`src/assert_macros.svh`:
```
// ---------------------------------------------------------------------------
// Assertion macros
// Concurrent assertion wrappers, clocked on the rising edge and disabled
// while the synchronous active-low reset is applied. Empty under SYNTHESIS.
// ---------------------------------------------------------------------------
`ifndef ASSERT_MACROS_SVH
`define ASSERT_MACROS_SVH
`ifndef SYNTHESIS
`define LFSS_ASSERT(lbl, ck, rn, prop) \
  lbl: assert property (@(posedge ck) disable iff (!rn) prop) \
    else $error("assertion failed");
`define LFSS_ASSERT_NEVER(lbl, ck, rn, prop) \
  lbl: assert property (@(posedge ck) disable iff (!rn) !(prop)) \
    else $error("forbidden condition seen");
`else
`define LFSS_ASSERT(lbl, ck, rn, prop)
`define LFSS_ASSERT_NEVER(lbl, ck, rn, prop)
`endif
`endif

```
`src/lfss_pkg.sv`:
```
// ---------------------------------------------------------------------------
// lfss_pkg
// Widths, constants, codes and small helper functions for the line-follower
// steering and speed block.
// ---------------------------------------------------------------------------
`default_nettype none

package lfss_pkg;

  localparam int PAT_W     = 8;
  localparam int TACH_W    = 8;
  localparam int STEER_W   = 9;
  localparam int SPEED_W   = 7;
  localparam int LAPS_W    = 8;
  localparam int ROT_W     = 16;
  localparam int CORNER_W  = 16;
  localparam int BASE_W    = 7;
  localparam int SLOW_W    = 6;
  localparam int MARGIN_W  = 16;
  localparam int BOOST_W   = 8;
  localparam int LIMIT_W   = 10;
  localparam int ONES_W    = 4;
  localparam int POS_W     = 3;
  localparam int K_W       = 4;
  localparam int MUL_A_W   = 16;
  localparam int MUL_B_W   = 10;
  localparam int PROD_W    = MUL_A_W + MUL_B_W;
  localparam int SAT_IN_W  = 17;

  localparam int CFG_ADDR_W = 5;
  localparam int CFG_DATA_W = 32;

  localparam logic [LIMIT_W-1:0]  UNITY_Q8     = 10'd256;
  localparam logic [MUL_B_W-1:0]  ONE_Q9       = 10'd512;
  localparam logic [SPEED_W-1:0]  SPEED_MAX    = 7'd100;
  localparam logic [CORNER_W-1:0] END_MARK     = 16'hffff;
  localparam logic [STEER_W-1:0]  STEER_CENTRE = 9'd375;

  typedef enum logic {
    OP_SENSE = 1'b0,
    OP_TICK  = 1'b1
  } op_t;

  typedef enum logic [2:0] {
    REG_BASE_SPEED    = 3'd0,
    REG_CORNER_SLOW   = 3'd1,
    REG_CORNER_MARGIN = 3'd2,
    REG_BOOST_PER_ROT = 3'd3,
    REG_BOOST_LIMIT   = 3'd4
  } cfg_reg_t;

  // Servo compare value for each sensor bit, far left first.
  function automatic logic [STEER_W-1:0] servo_cmp(input logic [POS_W-1:0] pos);
    logic [STEER_W-1:0] v;
    case (pos)
      3'd0:    v = 9'd287;
      3'd1:    v = 9'd316;
      3'd2:    v = 9'd345;
      3'd3:    v = 9'd365;
      3'd4:    v = 9'd384;
      3'd5:    v = 9'd404;
      3'd6:    v = 9'd433;
      3'd7:    v = 9'd462;
      default: v = STEER_CENTRE;
    endcase
    return v;
  endfunction

  // Slowdown multiple of c for outer bits; zero marks the two centre bits.
  function automatic logic [K_W-1:0] corner_k(input logic [POS_W-1:0] pos);
    logic [K_W-1:0] k;
    case (pos)
      3'd0, 3'd7: k = 4'd10;
      3'd1, 3'd6: k = 4'd9;
      3'd2, 3'd5: k = 4'd8;
      default:    k = 4'd0;
    endcase
    return k;
  endfunction

  function automatic logic [ONES_W-1:0] count_ones(input logic [PAT_W-1:0] p);
    logic [ONES_W-1:0] c;
    c = '0;
    for (int i = 0; i < PAT_W; i++) begin
      c = c + ONES_W'(p[i]);
    end
    return c;
  endfunction

  function automatic logic [POS_W-1:0] bit_pos(input logic [PAT_W-1:0] p);
    logic [POS_W-1:0] q;
    q = '0;
    for (int i = 0; i < PAT_W; i++) begin
      if (p[i]) begin
        q = POS_W'(i);
      end
    end
    return q;
  endfunction

  function automatic logic [SPEED_W-1:0] sat_speed(input logic [SAT_IN_W-1:0] v);
    logic [SPEED_W-1:0] s;
    if (v > SAT_IN_W'(SPEED_MAX)) begin
      s = SPEED_MAX;
    end else begin
      s = v[SPEED_W-1:0];
    end
    return s;
  endfunction

endpackage

`default_nettype wire

```
`src/lfss_ifs.sv`:
```
// ---------------------------------------------------------------------------
// lfss channel interfaces
// Valid/ready channels for sensor and tick items and for result items.
// ---------------------------------------------------------------------------
`default_nettype none

interface lfss_in_if;
  import lfss_pkg::*;
  logic              valid;
  logic              ready;
  logic              op;
  logic [PAT_W-1:0]  line_pattern;
  logic [TACH_W-1:0] tach_pulses;

  modport source (output valid, output op, output line_pattern, output tach_pulses,
                  input ready);
  modport sink   (input valid, input op, input line_pattern, input tach_pulses,
                  output ready);
endinterface

interface lfss_out_if;
  import lfss_pkg::*;
  logic               valid;
  logic               ready;
  logic               steer_valid;
  logic [STEER_W-1:0] steering_compare;
  logic               speed_valid;
  logic [SPEED_W-1:0] speed_command;
  logic [LAPS_W-1:0]  lap_count;

  modport source (output valid, output steer_valid, output steering_compare,
                  output speed_valid, output speed_command, output lap_count,
                  input ready);
  modport sink   (input valid, input steer_valid, input steering_compare,
                  input speed_valid, input speed_command, input lap_count,
                  output ready);
endinterface

`default_nettype wire

```
`src/lfss_corner_store.sv`:
```
// ---------------------------------------------------------------------------
// lfss_corner_store
// Corner distance memory: one write port, one registered read port. Entries
// never written since reset read as zero through per-entry valid bits.
// ---------------------------------------------------------------------------
`default_nettype none

module lfss_corner_store #(
  parameter int SLOTS = 16
) (
  input  wire logic                               clk,
  input  wire logic                               rst_n,
  input  wire logic                               wr_en,
  input  wire logic [$clog2(SLOTS)-1:0]           wr_addr,
  input  wire logic [lfss_pkg::CORNER_W-1:0]      wr_data,
  input  wire logic [$clog2(SLOTS)-1:0]           rd_addr,
  output logic      [lfss_pkg::CORNER_W-1:0]      rd_value
);
  import lfss_pkg::*;

  logic [CORNER_W-1:0] mem_r [SLOTS];
  logic [SLOTS-1:0]    valid_r;
  logic [CORNER_W-1:0] rd_data_r;
  logic                rd_vld_r;

  always_ff @(posedge clk) begin
    if (wr_en) begin
      mem_r[wr_addr] <= wr_data;
    end
    rd_data_r <= mem_r[rd_addr];
  end

  always_ff @(posedge clk) begin
    if (!rst_n) begin
      valid_r  <= '0;
      rd_vld_r <= 1'b0;
    end else begin
      if (wr_en) begin
        valid_r[wr_addr] <= 1'b1;
      end
      rd_vld_r <= valid_r[rd_addr];
    end
  end

  assign rd_value = rd_vld_r ? rd_data_r : '0;

endmodule

`default_nettype wire

```
`src/line_follower_steer_speed_core.sv`:
```
// Paths: a tick or a multi-bit/zero pattern goes from decode to the output
// register; an outer single bit runs the cut multiply and corner speed step
// (no saturation step when the cut reaches one); a centre bit runs the speed
// multiply, after the corner scan once two laps have been counted (one store
// entry per cycle). Flow: one item at a time; ready returns when the result
// is registered.
// Reset: synchronous, active low; the corner store is cleared through valid
// bits at once, so no clearing pass is needed.
// ---------------------------------------------------------------------------
// line_follower_steer_speed_core
// Steering and speed sequencer for a line-following car. A small state
// machine drives one shared multiplier and a compare/subtract path through
// a sequence of states for each item.
// ---------------------------------------------------------------------------
`default_nettype none
`include "assert_macros.svh"

module line_follower_steer_speed_core #(
  parameter int CORNER_SLOTS = 16
) (
  input  wire logic                              clk,
  input  wire logic                              rst_n,
  lfss_in_if.sink                                in_ch,
  lfss_out_if.source                             out_ch,
  input  wire logic                              psel,
  input  wire logic                              penable,
  input  wire logic                              pwrite,
  input  wire logic [lfss_pkg::CFG_ADDR_W-1:0]   paddr,
  input  wire logic [lfss_pkg::CFG_DATA_W-1:0]   pwdata,
  output logic      [lfss_pkg::CFG_DATA_W-1:0]   prdata,
  output logic                                   pready
);
  import lfss_pkg::*;

  // Width of a store address, and of the corner index which may also hold
  // the store depth itself once the store is full.
  localparam int IW = $clog2(CORNER_SLOTS);
  localparam int CW = $clog2(CORNER_SLOTS + 1);
  localparam logic [IW-1:0] LAST_SLOT = IW'(CORNER_SLOTS - 1);

  typedef enum logic [3:0] {
    S_IDLE,
    S_DECODE,
    S_CUT,
    S_CSPD,
    S_CSAT,
    S_SCAN_RD,
    S_SCAN,
    S_MARG,
    S_BMUL,
    S_BCAP,
    S_SPD,
    S_SSAT,
    S_DONE
  } state_t;

  state_t state_r;

  // Configuration registers.
  logic [BASE_W-1:0]   base_r;
  logic [SLOW_W-1:0]   slow_r;
  logic [MARGIN_W-1:0] margin_r;
  logic [BOOST_W-1:0]  bpr_r;
  logic [LIMIT_W-1:0]  limit_r;

  // The item being worked on.
  op_t               op_r;
  logic [PAT_W-1:0]  pat_r;
  logic [TACH_W-1:0] tach_r;

  // Architectural state.
  logic [PAT_W-1:0]  prev_r;
  logic [CW-1:0]     idx_r;
  logic              cflag_r;
  logic              lflag_r;
  logic [LAPS_W-1:0] laps_r;
  logic [ROT_W-1:0]  rot_r;
  logic [2:0]        phase_r;

  // Working registers of the sequencer.
  logic [IW-1:0]      chk_r;
  logic [MARGIN_W-1:0] excess_r;
  logic [LIMIT_W-1:0] m_r;
  logic [PROD_W-1:0]  prod_r;
  logic               steer_v_r;
  logic [STEER_W-1:0] steer_r;
  logic               speed_v_r;
  logic [SPEED_W-1:0] speed_r;

  // Output register.
  logic               out_valid_r;
  logic               out_steer_v_r;
  logic [STEER_W-1:0] out_steer_r;
  logic               out_speed_v_r;
  logic [SPEED_W-1:0] out_speed_r;
  logic [LAPS_W-1:0]  out_laps_r;

  // Decode of the resolved pattern.
  logic [ONES_W-1:0] ones;
  logic [POS_W-1:0]  pos;
  logic [K_W-1:0]    k;
  logic              single;
  logic              lap_go;
  logic              rec_go;
  logic [CW:0]       idx_p1;
  logic              mark_fits;

  // Shared multiplier.
  logic [MUL_A_W-1:0] mul_a;
  logic [MUL_B_W-1:0] mul_b;
  logic [PROD_W-1:0]  mul_prod;

  // Corner store port.
  logic                st_wr_en;
  logic [IW-1:0]       st_wr_addr;
  logic [CORNER_W-1:0] st_wr_data;
  logic [IW-1:0]       st_rd_addr;
  logic [CORNER_W-1:0] st_rd_value;

  // Scan and boost arithmetic.
  logic                scan_hit;
  logic [PROD_W-1:0]   m_full;

  logic in_fire;
  logic cfg_wr;
  cfg_reg_t cfg_sel;

  assign in_ch.ready = (state_r == S_IDLE);
  assign in_fire     = in_ch.valid && in_ch.ready;

  // ---------------------------------------------------------------------
  // Configuration port. Writes complete in the access phase; pready is
  // tied high so there are never wait states.
  // ---------------------------------------------------------------------
  assign pready  = 1'b1;
  assign cfg_sel = cfg_reg_t'(paddr[CFG_ADDR_W-1:2]);
  assign cfg_wr  = psel && penable && pwrite;

  always_ff @(posedge clk) begin
    if (!rst_n) begin
      base_r   <= '0;
      slow_r   <= '0;
      margin_r <= '0;
      bpr_r    <= '0;
      limit_r  <= UNITY_Q8;
    end else if (cfg_wr) begin
      case (cfg_sel)
        REG_BASE_SPEED:    base_r   <= pwdata[BASE_W-1:0];
        REG_CORNER_SLOW:   slow_r   <= pwdata[SLOW_W-1:0];
        REG_CORNER_MARGIN: margin_r <= pwdata[MARGIN_W-1:0];
        REG_BOOST_PER_ROT: bpr_r    <= pwdata[BOOST_W-1:0];
        REG_BOOST_LIMIT:   limit_r  <= pwdata[LIMIT_W-1:0];
        default: ;
      endcase
    end
  end

  always_comb begin
    case (cfg_sel)
      REG_BASE_SPEED:    prdata = CFG_DATA_W'(base_r);
      REG_CORNER_SLOW:   prdata = CFG_DATA_W'(slow_r);
      REG_CORNER_MARGIN: prdata = CFG_DATA_W'(margin_r);
      REG_BOOST_PER_ROT: prdata = CFG_DATA_W'(bpr_r);
      REG_BOOST_LIMIT:   prdata = CFG_DATA_W'(limit_r);
      default:           prdata = '0;
    endcase
  end

  // ---------------------------------------------------------------------
  // Pattern decode. The pattern register already holds the previous
  // nonzero pattern in place of an all-zero sample.
  // ---------------------------------------------------------------------
  assign ones   = count_ones(pat_r);
  assign pos    = bit_pos(pat_r);
  assign k      = corner_k(pos);
  assign single = (ones == ONES_W'(1));

  // A lap is counted on a wide pattern, once per lap-flag window. An end
  // marker goes just after the current corner when there is room for it.
  assign lap_go    = (op_r == OP_SENSE) && (ones > ONES_W'(4)) && !lflag_r;
  assign idx_p1    = {1'b0, idx_r} + (CW + 1)'(1);
  assign mark_fits = idx_p1 < (CW + 1)'(CORNER_SLOTS);

  // An outer single bit records the corner distance once per tick.
  assign rec_go = (op_r == OP_SENSE) && single && (k != '0) &&
                  (idx_r < CW'(CORNER_SLOTS)) && !cflag_r;

  always_comb begin
    st_wr_en   = 1'b0;
    st_wr_addr = idx_r[IW-1:0];
    st_wr_data = rot_r;
    if (state_r == S_DECODE) begin
      if (lap_go) begin
        st_wr_en   = mark_fits;
        st_wr_addr = idx_p1[IW-1:0];
        st_wr_data = END_MARK;
      end else begin
        st_wr_en = rec_go;
      end
    end
  end

  // The scan reads one entry ahead of the one being checked, so that one
  // entry is examined in every cycle.
  always_comb begin
    case (state_r)
      S_SCAN:  st_rd_addr = (chk_r == LAST_SLOT) ? '0 : IW'(chk_r + 1'b1);
      default: st_rd_addr = '0;
    endcase
  end

  lfss_corner_store #(
    .SLOTS (CORNER_SLOTS)
  ) u_store (
    .clk      (clk),
    .rst_n    (rst_n),
    .wr_en    (st_wr_en),
    .wr_addr  (st_wr_addr),
    .wr_data  (st_wr_data),
    .rd_addr  (st_rd_addr),
    .rd_value (st_rd_value)
  );

  // The first stored corner at or beyond the current distance, or the end
  // marker, stops the scan.
  assign scan_hit = (st_rd_value >= rot_r) || (st_rd_value == END_MARK);

  // ---------------------------------------------------------------------
  // Shared multiplier. Its operands are chosen by the sequencer state and
  // the product is registered before anything else uses it.
  //   S_CUT : slowdown multiple times c
  //   S_CSPD: base speed times the Q9 corner factor
  //   S_BMUL: rotations beyond the margin times the boost step
  //   S_SPD : base speed times the Q8 boost multiplier
  // ---------------------------------------------------------------------
  always_comb begin
    case (state_r)
      S_CUT: begin
        mul_a = MUL_A_W'(k);
        mul_b = MUL_B_W'(slow_r);
      end
      S_CSPD: begin
        mul_a = MUL_A_W'(base_r);
        mul_b = ONE_Q9 - prod_r[MUL_B_W-1:0];
      end
      S_BMUL: begin
        mul_a = excess_r;
        mul_b = MUL_B_W'(bpr_r);
      end
      S_SPD: begin
        mul_a = MUL_A_W'(base_r);
        mul_b = m_r;
      end
      default: begin
        mul_a = '0;
        mul_b = '0;
      end
    endcase
  end

  assign mul_prod = PROD_W'(mul_a) * PROD_W'(mul_b);

  always_ff @(posedge clk) begin
    prod_r <= mul_prod;
  end

  assign m_full = prod_r + PROD_W'(UNITY_Q8);

  // ---------------------------------------------------------------------
  // Sequencer.
  // ---------------------------------------------------------------------
  always_ff @(posedge clk) begin
    if (!rst_n) begin
      state_r     <= S_IDLE;
      prev_r      <= '0;
      idx_r       <= '0;
      cflag_r     <= 1'b0;
      lflag_r     <= 1'b0;
      laps_r      <= '0;
      rot_r       <= '0;
      phase_r     <= '0;
      out_valid_r <= 1'b0;
    end else begin
      // In S_DONE the output register is reloaded instead of emptied.
      if (out_valid_r && out_ch.ready && (state_r != S_DONE)) begin
        out_valid_r <= 1'b0;
      end

      case (state_r)
        S_IDLE: begin
          if (in_fire) begin
            op_r    <= op_t'(in_ch.op);
            pat_r   <= (in_ch.line_pattern == '0) ? prev_r : in_ch.line_pattern;
            tach_r  <= in_ch.tach_pulses;
            state_r <= S_DECODE;
          end
        end

        S_DECODE: begin
          speed_r <= '0;
          if (op_r == OP_TICK) begin
            // A tick reopens corner recording; the lap window closes on
            // every eighth tick.
            steer_v_r <= 1'b0;
            steer_r   <= '0;
            speed_v_r <= 1'b0;
            cflag_r   <= 1'b0;
            if (phase_r == '0) begin
              lflag_r <= 1'b0;
            end
            phase_r <= phase_r + 3'd1;
            rot_r   <= rot_r + ROT_W'(tach_r);
            state_r <= S_DONE;
          end else begin
            if (lap_go) begin
              lflag_r <= 1'b1;
              laps_r  <= laps_r + LAPS_W'(1);
              rot_r   <= '0;
              idx_r   <= '0;
            end
            if (rec_go) begin
              cflag_r <= 1'b1;
              idx_r   <= idx_r + CW'(1);
            end
            if (pat_r != '0) begin
              prev_r <= pat_r;
            end
            steer_v_r <= (ones != '0);
            speed_v_r <= single;
            if (single) begin
              steer_r <= servo_cmp(pos);
            end else if (ones != '0) begin
              steer_r <= STEER_CENTRE;
            end else begin
              steer_r <= '0;
            end
            if (single && (k != '0)) begin
              state_r <= S_CUT;
            end else if (single && (laps_r > LAPS_W'(1))) begin
              state_r <= S_SCAN_RD;
            end else if (single) begin
              m_r     <= UNITY_Q8;
              state_r <= S_SPD;
            end else begin
              state_r <= S_DONE;
            end
          end
        end

        S_CUT: begin
          state_r <= S_CSPD;
        end

        S_CSPD: begin
          // A cut of one or more leaves no speed at all.
          if (prod_r[PROD_W-1:9] != '0) begin
            speed_r <= '0;
            state_r <= S_DONE;
          end else begin
            state_r <= S_CSAT;
          end
        end

        S_CSAT: begin
          speed_r <= sat_speed(prod_r[PROD_W-1:9]);
          state_r <= S_DONE;
        end

        S_SCAN_RD: begin
          chk_r   <= '0;
          state_r <= S_SCAN;
        end

        S_SCAN: begin
          if (scan_hit) begin
            excess_r <= st_rd_value - rot_r;
            state_r  <= S_MARG;
          end else if (chk_r == LAST_SLOT) begin
            m_r     <= UNITY_Q8;
            state_r <= S_SPD;
          end else begin
            chk_r <= chk_r + IW'(1);
          end
        end

        S_MARG: begin
          if (excess_r > margin_r) begin
            excess_r <= excess_r - margin_r;
            state_r  <= S_BMUL;
          end else begin
            m_r     <= UNITY_Q8;
            state_r <= S_SPD;
          end
        end

        S_BMUL: begin
          state_r <= S_BCAP;
        end

        S_BCAP: begin
          // The cap is applied only once a boost has been added.
          if (m_full > PROD_W'(limit_r)) begin
            m_r <= limit_r;
          end else begin
            m_r <= m_full[LIMIT_W-1:0];
          end
          state_r <= S_SPD;
        end

        S_SPD: begin
          state_r <= S_SSAT;
        end

        S_SSAT: begin
          speed_r <= sat_speed(prod_r[SAT_IN_W+7:8]);
          state_r <= S_DONE;
        end

        S_DONE: begin
          if (!out_valid_r || out_ch.ready) begin
            out_valid_r   <= 1'b1;
            out_steer_v_r <= steer_v_r;
            out_steer_r   <= steer_r;
            out_speed_v_r <= speed_v_r;
            out_speed_r   <= speed_r;
            out_laps_r    <= laps_r;
            state_r       <= S_IDLE;
          end
        end

        default: begin
          state_r <= S_IDLE;
        end
      endcase
    end
  end

  assign out_ch.valid            = out_valid_r;
  assign out_ch.steer_valid      = out_steer_v_r;
  assign out_ch.steering_compare = out_steer_r;
  assign out_ch.speed_valid      = out_speed_v_r;
  assign out_ch.speed_command    = out_speed_r;
  assign out_ch.lap_count        = out_laps_r;

  // ---------------------------------------------------------------------
  // Checks.
  // ---------------------------------------------------------------------
  `LFSS_ASSERT(a_accept_decode, clk, rst_n, in_fire |=> (state_r == S_DECODE))
  `LFSS_ASSERT_NEVER(a_index_range, clk, rst_n, idx_r > CW'(CORNER_SLOTS))
  `LFSS_ASSERT(a_speed_sat, clk, rst_n, out_valid_r |-> (out_speed_r <= SPEED_MAX))
  `LFSS_ASSERT(a_speed_steer, clk, rst_n, (out_valid_r && out_speed_v_r) |-> out_steer_v_r)
  `LFSS_ASSERT(a_lap_flag, clk, rst_n, (laps_r != $past(laps_r)) |-> lflag_r)

endmodule

`default_nettype wire

```
`src/flat_wrapper.sv`:
```
// flat-port wrapper written by rule: the top's interface ports become plain ports
module line_follower_steer_speed_core_flat import lfss_pkg::*;
#(
  parameter int CORNER_SLOTS = 16
)
  (clk, rst_n, psel, penable, pwrite, paddr, pwdata, prdata, pready, in_ch_valid, in_ch_op, in_ch_line_pattern, in_ch_tach_pulses, in_ch_ready, out_ch_valid, out_ch_steer_valid, out_ch_steering_compare, out_ch_speed_valid, out_ch_speed_command, out_ch_lap_count, out_ch_ready);
  lfss_in_if in_ch_i ();
  lfss_out_if out_ch_i ();
  input  wire logic clk;
  input  wire logic rst_n;
  input  wire logic psel;
  input  wire logic penable;
  input  wire logic pwrite;
  input  wire logic [lfss_pkg::CFG_ADDR_W-1:0] paddr;
  input  wire logic [lfss_pkg::CFG_DATA_W-1:0] pwdata;
  output logic      [lfss_pkg::CFG_DATA_W-1:0] prdata;
  output logic pready;
  input wire logic [$bits(in_ch_i.valid)-1:0] in_ch_valid;
  input wire logic [$bits(in_ch_i.op)-1:0] in_ch_op;
  input wire logic [$bits(in_ch_i.line_pattern)-1:0] in_ch_line_pattern;
  input wire logic [$bits(in_ch_i.tach_pulses)-1:0] in_ch_tach_pulses;
  output wire logic [$bits(in_ch_i.ready)-1:0] in_ch_ready;
  output wire logic [$bits(out_ch_i.valid)-1:0] out_ch_valid;
  output wire logic [$bits(out_ch_i.steer_valid)-1:0] out_ch_steer_valid;
  output wire logic [$bits(out_ch_i.steering_compare)-1:0] out_ch_steering_compare;
  output wire logic [$bits(out_ch_i.speed_valid)-1:0] out_ch_speed_valid;
  output wire logic [$bits(out_ch_i.speed_command)-1:0] out_ch_speed_command;
  output wire logic [$bits(out_ch_i.lap_count)-1:0] out_ch_lap_count;
  input wire logic [$bits(out_ch_i.ready)-1:0] out_ch_ready;
  assign in_ch_i.valid = in_ch_valid;
  assign in_ch_i.op = in_ch_op;
  assign in_ch_i.line_pattern = in_ch_line_pattern;
  assign in_ch_i.tach_pulses = in_ch_tach_pulses;
  assign in_ch_ready = in_ch_i.ready;
  assign out_ch_valid = out_ch_i.valid;
  assign out_ch_steer_valid = out_ch_i.steer_valid;
  assign out_ch_steering_compare = out_ch_i.steering_compare;
  assign out_ch_speed_valid = out_ch_i.speed_valid;
  assign out_ch_speed_command = out_ch_i.speed_command;
  assign out_ch_lap_count = out_ch_i.lap_count;
  assign out_ch_i.ready = out_ch_ready;
  line_follower_steer_speed_core #(.CORNER_SLOTS(CORNER_SLOTS)) u_core (.clk(clk), .rst_n(rst_n), .in_ch(in_ch_i), .out_ch(out_ch_i), .psel(psel), .penable(penable), .pwrite(pwrite), .paddr(paddr), .pwdata(pwdata), .prdata(prdata), .pready(pready));
endmodule
```
`config.mk`:
```
export PLATFORM = sky130hd
export DESIGN_NAME = line_follower_steer_speed_core_flat
export DESIGN_NICKNAME = d
export VERILOG_FILES = /design/src/lfss_pkg.sv /design/src/lfss_ifs.sv /design/src/lfss_corner_store.sv /design/src/line_follower_steer_speed_core.sv /design/src/flat_wrapper.sv
export VERILOG_INCLUDE_DIRS = /design/src /design/src/src
export SDC_FILE = /design/constraint.sdc
export NUM_CORES = 1
export LEC_CHECK = 0
export ABC_AREA = 1
export BUFFER_PORTS_ARGS = -buffer_cell sky130_fd_sc_hd__buf_2
export CAP_MARGIN = 20
export CORE_MARGIN = 2
export CORE_UTILIZATION = 45
export CTS_BUF_LIST = sky130_fd_sc_hd__clkbuf_8
export CTS_CLUSTER_DIAMETER = 150
export DETAILED_ROUTE_END_ITERATION = 10
export SLEW_MARGIN = 30
export SYNTH_ARGS = -nofsm -noshare
export SYNTH_HDL_FRONTEND = slang
export SYNTH_SLANG_ARGS = --single-unit
```
`constraint.sdc`:
```
create_clock -name clk -period 5.7 [get_ports clk]
set_input_delay 0 -clock clk [delete_from_list [all_inputs] [get_ports clk]]
set_output_delay 0 -clock clk [all_outputs]
set_load 0.005 [all_outputs]
```
==> results.md <==
- Sequential area share after synthesis: 0.469
- Die X-Extent: 257 um
- Clock input transition at the sequential cells of the worst setup and hold paths: 0.05 ns
- Vias/cell: 5.25
- Cell internal pwr: 6.99 mW
- Power per cell area: 301 nW/um^2
- FF+latch area: 13500 um^2
- Detail Route Antenna Nets: 0
- Count of buffers inserted at the top-level ports: 86
- Leakage Power: around 15 nW
- Fraction of power consumed by sequential logic: 0.432
- Largest net degree at the start of global routing: 84
- Relative contribution of combinational cells to total power: 0.263
- Clock Root Buffer: sky130_fd_sc_hd__clkbuf_8
- Top-level port count: 122
- Setup repair after global routing missed its margin: true
- Critical Path Source Type: flip-flop
- Insertion delay to the later sink of the worst-skew pair: 0.69 ns
- Result of the run: complete, but fails checks
- Maximum level of the CTS H-tree: 3
- Non-filler instance count after layout: 4437
- Post-DP HPWL: 56600 um
- Ratio of cells with drive above 1 in the final layout: 0.194
- Post-synth EDFFs: 347
- Antenna violations before repair: 0
- CTS Buf Count: 85
- Critical Path End Type: flip-flop
- Floorplan Core Area: 63100 um^2
- Share of async-settable or async-resettable flops after synthesis: 0
- Switching power: 3.46 mW
- Final setup violation count: 4
- Top achievable clock speed: 174 MHz
- Height of the die: 257 um
- Worst slack, placed: -0.392 ns
- Cell with the largest stage delay on the worst path: sky130_fd_sc_hd__fa_1
- Die area: 65900 um^2
- Buffer and inverter count on the worst path: 7
- Multi-input combinational cell area: 13800 um^2
- CTS tree: done
- Switching share of power: 0.331
- Violated checks: setup timing
- Critical path type: flip-flop to flip-flop
- Total grt overflow: 0
- Synth cell types: 57
- Post-DR wirelength/cell: 18.3 um
- Overall Global Routing Usage: 0.247
- Max Fanout on Critical Path: 5
- Starting utilization of the core area: 0.456
- Number of max-cap violations: 0
- Layout filler cell count: 5726
- Vias in the first global route: approximately 23000
- Data arrival time of the critical path: 6.34 ns
- Synth-to-layout area growth: 20.9%
- Number of buffers on the longest clock path: 3
- First-pass iteration count of the detailed router: 8
- Worst path required time: 6.29 ns
- Min Clock Period, post-route: 5.76 ns
- Family with the most delay on the worst path: adder cells
- Class of the most critical hold timing path: input pin to flip-flop
- Measured slew at the worst slew-check pin: 0.927 ns
- Via count: about 23000
- Final WL: 81300 um
- Number of design rule violations left after detail routing: 0
- Post-placement cell count: 4187
- Clock Power Share: 0.305
- # diodes: 0
- Nets: approximately 3800
- Initial drt markers: ~1600
- Average footprint of a synthesized cell: between 9 and 10 um^2
- Number of core rows: 92
- Sinks on Clock Net: 500
- Final estimated routing congestion in global placement: 0.956
- Worst hold-check slack: ~0.049 ns
- Slew margin rel.: 0.382
- Dominant register cell in the synthesized netlist: sky130_fd_sc_hd__edfxtp_1
- Number of synthesized register bits: 500
- Period Utilization, post-route: 1.01
- Area of the mapped netlist: between 20000 and 30000 um^2
- Biggest cell delay along the critical path: 0.55 ns
- Wire length of the first global-routing pass: 128000 um
- Number of pins exceeding their max-slew limit in the final report: 0
- Post-Syn Instances: around 3100
- Final hold violation count: 0
- Final cell utilization of the core: 0.551
- Setup clock skew after layout: 0.0410 ns
- Yosys warning count: 0
- Max rail drop VDD: 0.000261 V
- Worst setup slack after layout: -0.0553 ns
-- final timing paths --
check / from / to / slack, ns / depth (start not counted)
min: in_ch_tach_pulses[0] / u_core.tach_r[0] / 0.05 / 2
min reg2reg: u_core.steer_r[1] / u_core.out_ch.steering_compare[1] / 0.41 / 0
max reg2reg: u_core.pat_r[2] / u_core.prod_r[22] / -0.06 / 31
max: u_core.pat_r[2] / u_core.prod_r[22] / -0.06 / 31
-- worst register-to-register path, delay by kind of cell, from the launching register on --
family	cells	cell delay (ns)
AOI/OAI and AO/OA	6	0.92
and+or+nand+nor	10	0.81
adders and majority gates	7	2.90
xor gates and xnor gates	1	0.16
buffers and inverters	7	0.52
DFF	1	0.41
-- power by group through the flow --
| stage | Clock, mW | Combinational, mW | Sequential (mW) |
|---|---|---|---|
| 2_1_floorplan | 0 | 1.72 | 4.51 |
| 3_3_place_gp | 0 | 2.52 | 4.57 |
| 3_5_place_dp | 0 | 2.58 | 4.58 |
| 4_1_cts | 3.26 | 2.69 | 4.50 |
| 5_1_grt | 3.43 | 3.09 | 4.53 |
| 6_report | 3.18 | 2.75 | 4.51 |
-- area by class of cell --
type	instances	share of cell area
tap	846	0.0304
sequential	500	0.388
clock inverter	58	0.0101
multi-input combinational	2074	0.397
inverter	474	0.0515
clock buffer	97	0.0384
timing repair buffer	388	0.0845
-- stage by stage --
| step | setup TNS, ns | power (mW) | instance area (um^2) |
|---|---|---|---|
| 5_1_grt | -4.08 | 11.0 | 34800 |
| 4_1_cts | -0.108 | 10.5 | 34400 |
| 3_5_place_dp | -5.44 | 7.15 | 31500 |
| 2_1_floorplan | -0.00939 | 6.23 | 29000 |
| 3_3_place_gp | -4.27 | 7.09 | 31500 |
| 6_report | -0.115 | 10.4 | 34800 |
-- registers in the layout, indices dropped and copies added, names as in the netlist, 16 cells and up --
register,count
u_core.excess_r,16
u_core.margin_r,16
u_core.prod_r,26
u_core.rot_r,16
u_core.u_store.mem_r,256
u_core.u_store.rd_data_r,16
u_core.u_store.valid_r,16
-- layer usage --
metal | track usage | share of wire | up-vias
met5 | 0 | 0 | -
met4 | 0.0837 | 0.031 | 0
met3 | 0.0355 | 0.056 | 153
met2 | 0.430 | 0.49 | 689
met1 | 0.314 | 0.42 | 11200
li1 | - | - | 11200
-- kinds of logic after synthesis --
group | Yosys count | share of synthesized area
and+or+nand+nor | 1100 | 0.167
AOI/OAI and AO/OA | 646 | 0.131
buffers and inverters | 580 | 0.0805
DFF | 500 | 0.469
adders and majority gates | 249 | 0.139
xor gates and xnor gates | 41 | 0.0125
muxes | 3 | 0.00109
other | 2 | 0.000261
-- timing repair --
action                                  in CTS  in global routing
pin swaps                                   85                 63
cloned                                       0                  0
endpoints found under the setup margin      19                 19
setup buffers                               29                 10
hold buffers                                58                  0
hold endpoints to repair                    94                  0
gates resized for setup                    131                 81
-- cells in the mapped netlist (63+ instances only) --
cell,instances,area (um^2)
sky130_fd_sc_hd__o21ai_0,216,1080
sky130_fd_sc_hd__dfxtp_1,153,3060
sky130_fd_sc_hd__a21oi_1,179,896
sky130_fd_sc_hd__inv_1,446,1670
sky130_fd_sc_hd__edfxtp_1,347,10400
sky130_fd_sc_hd__o211ai_1,131,983
sky130_fd_sc_hd__nand3_1,108,541
sky130_fd_sc_hd__ha_1,132,1650
sky130_fd_sc_hd__nand2_1,494,1850
sky130_fd_sc_hd__fa_1,117,2340
sky130_fd_sc_hd__nor2_1,317,1190
sky130_fd_sc_hd__or2_0,63,394
-- cell usage in the layout, fill, tap and decap left out, drive strengths merged, types with 14 or more instances in the layout --
| cell | instances |
|---|---|
| fa | 117 |
| xor2 | 29 |
| clkinv | 25 |
| ha | 132 |
| inv | 505 |
| nand4 | 28 |
| conb | 35 |
| dlygate4sd3 | 58 |
| dfxtp | 153 |
| nand3 | 109 |
| nand2 | 504 |
| clkbuf | 97 |
| or2 | 68 |
| o22ai | 14 |
| edfxtp | 347 |
| nor2 | 342 |
| nor3 | 38 |
| o21ai | 253 |
| o211ai | 131 |
| a21oi | 179 |
| buf | 330 |
| o21bai | 24 |
No activity file was read; power rests on OpenSTA's default activity.
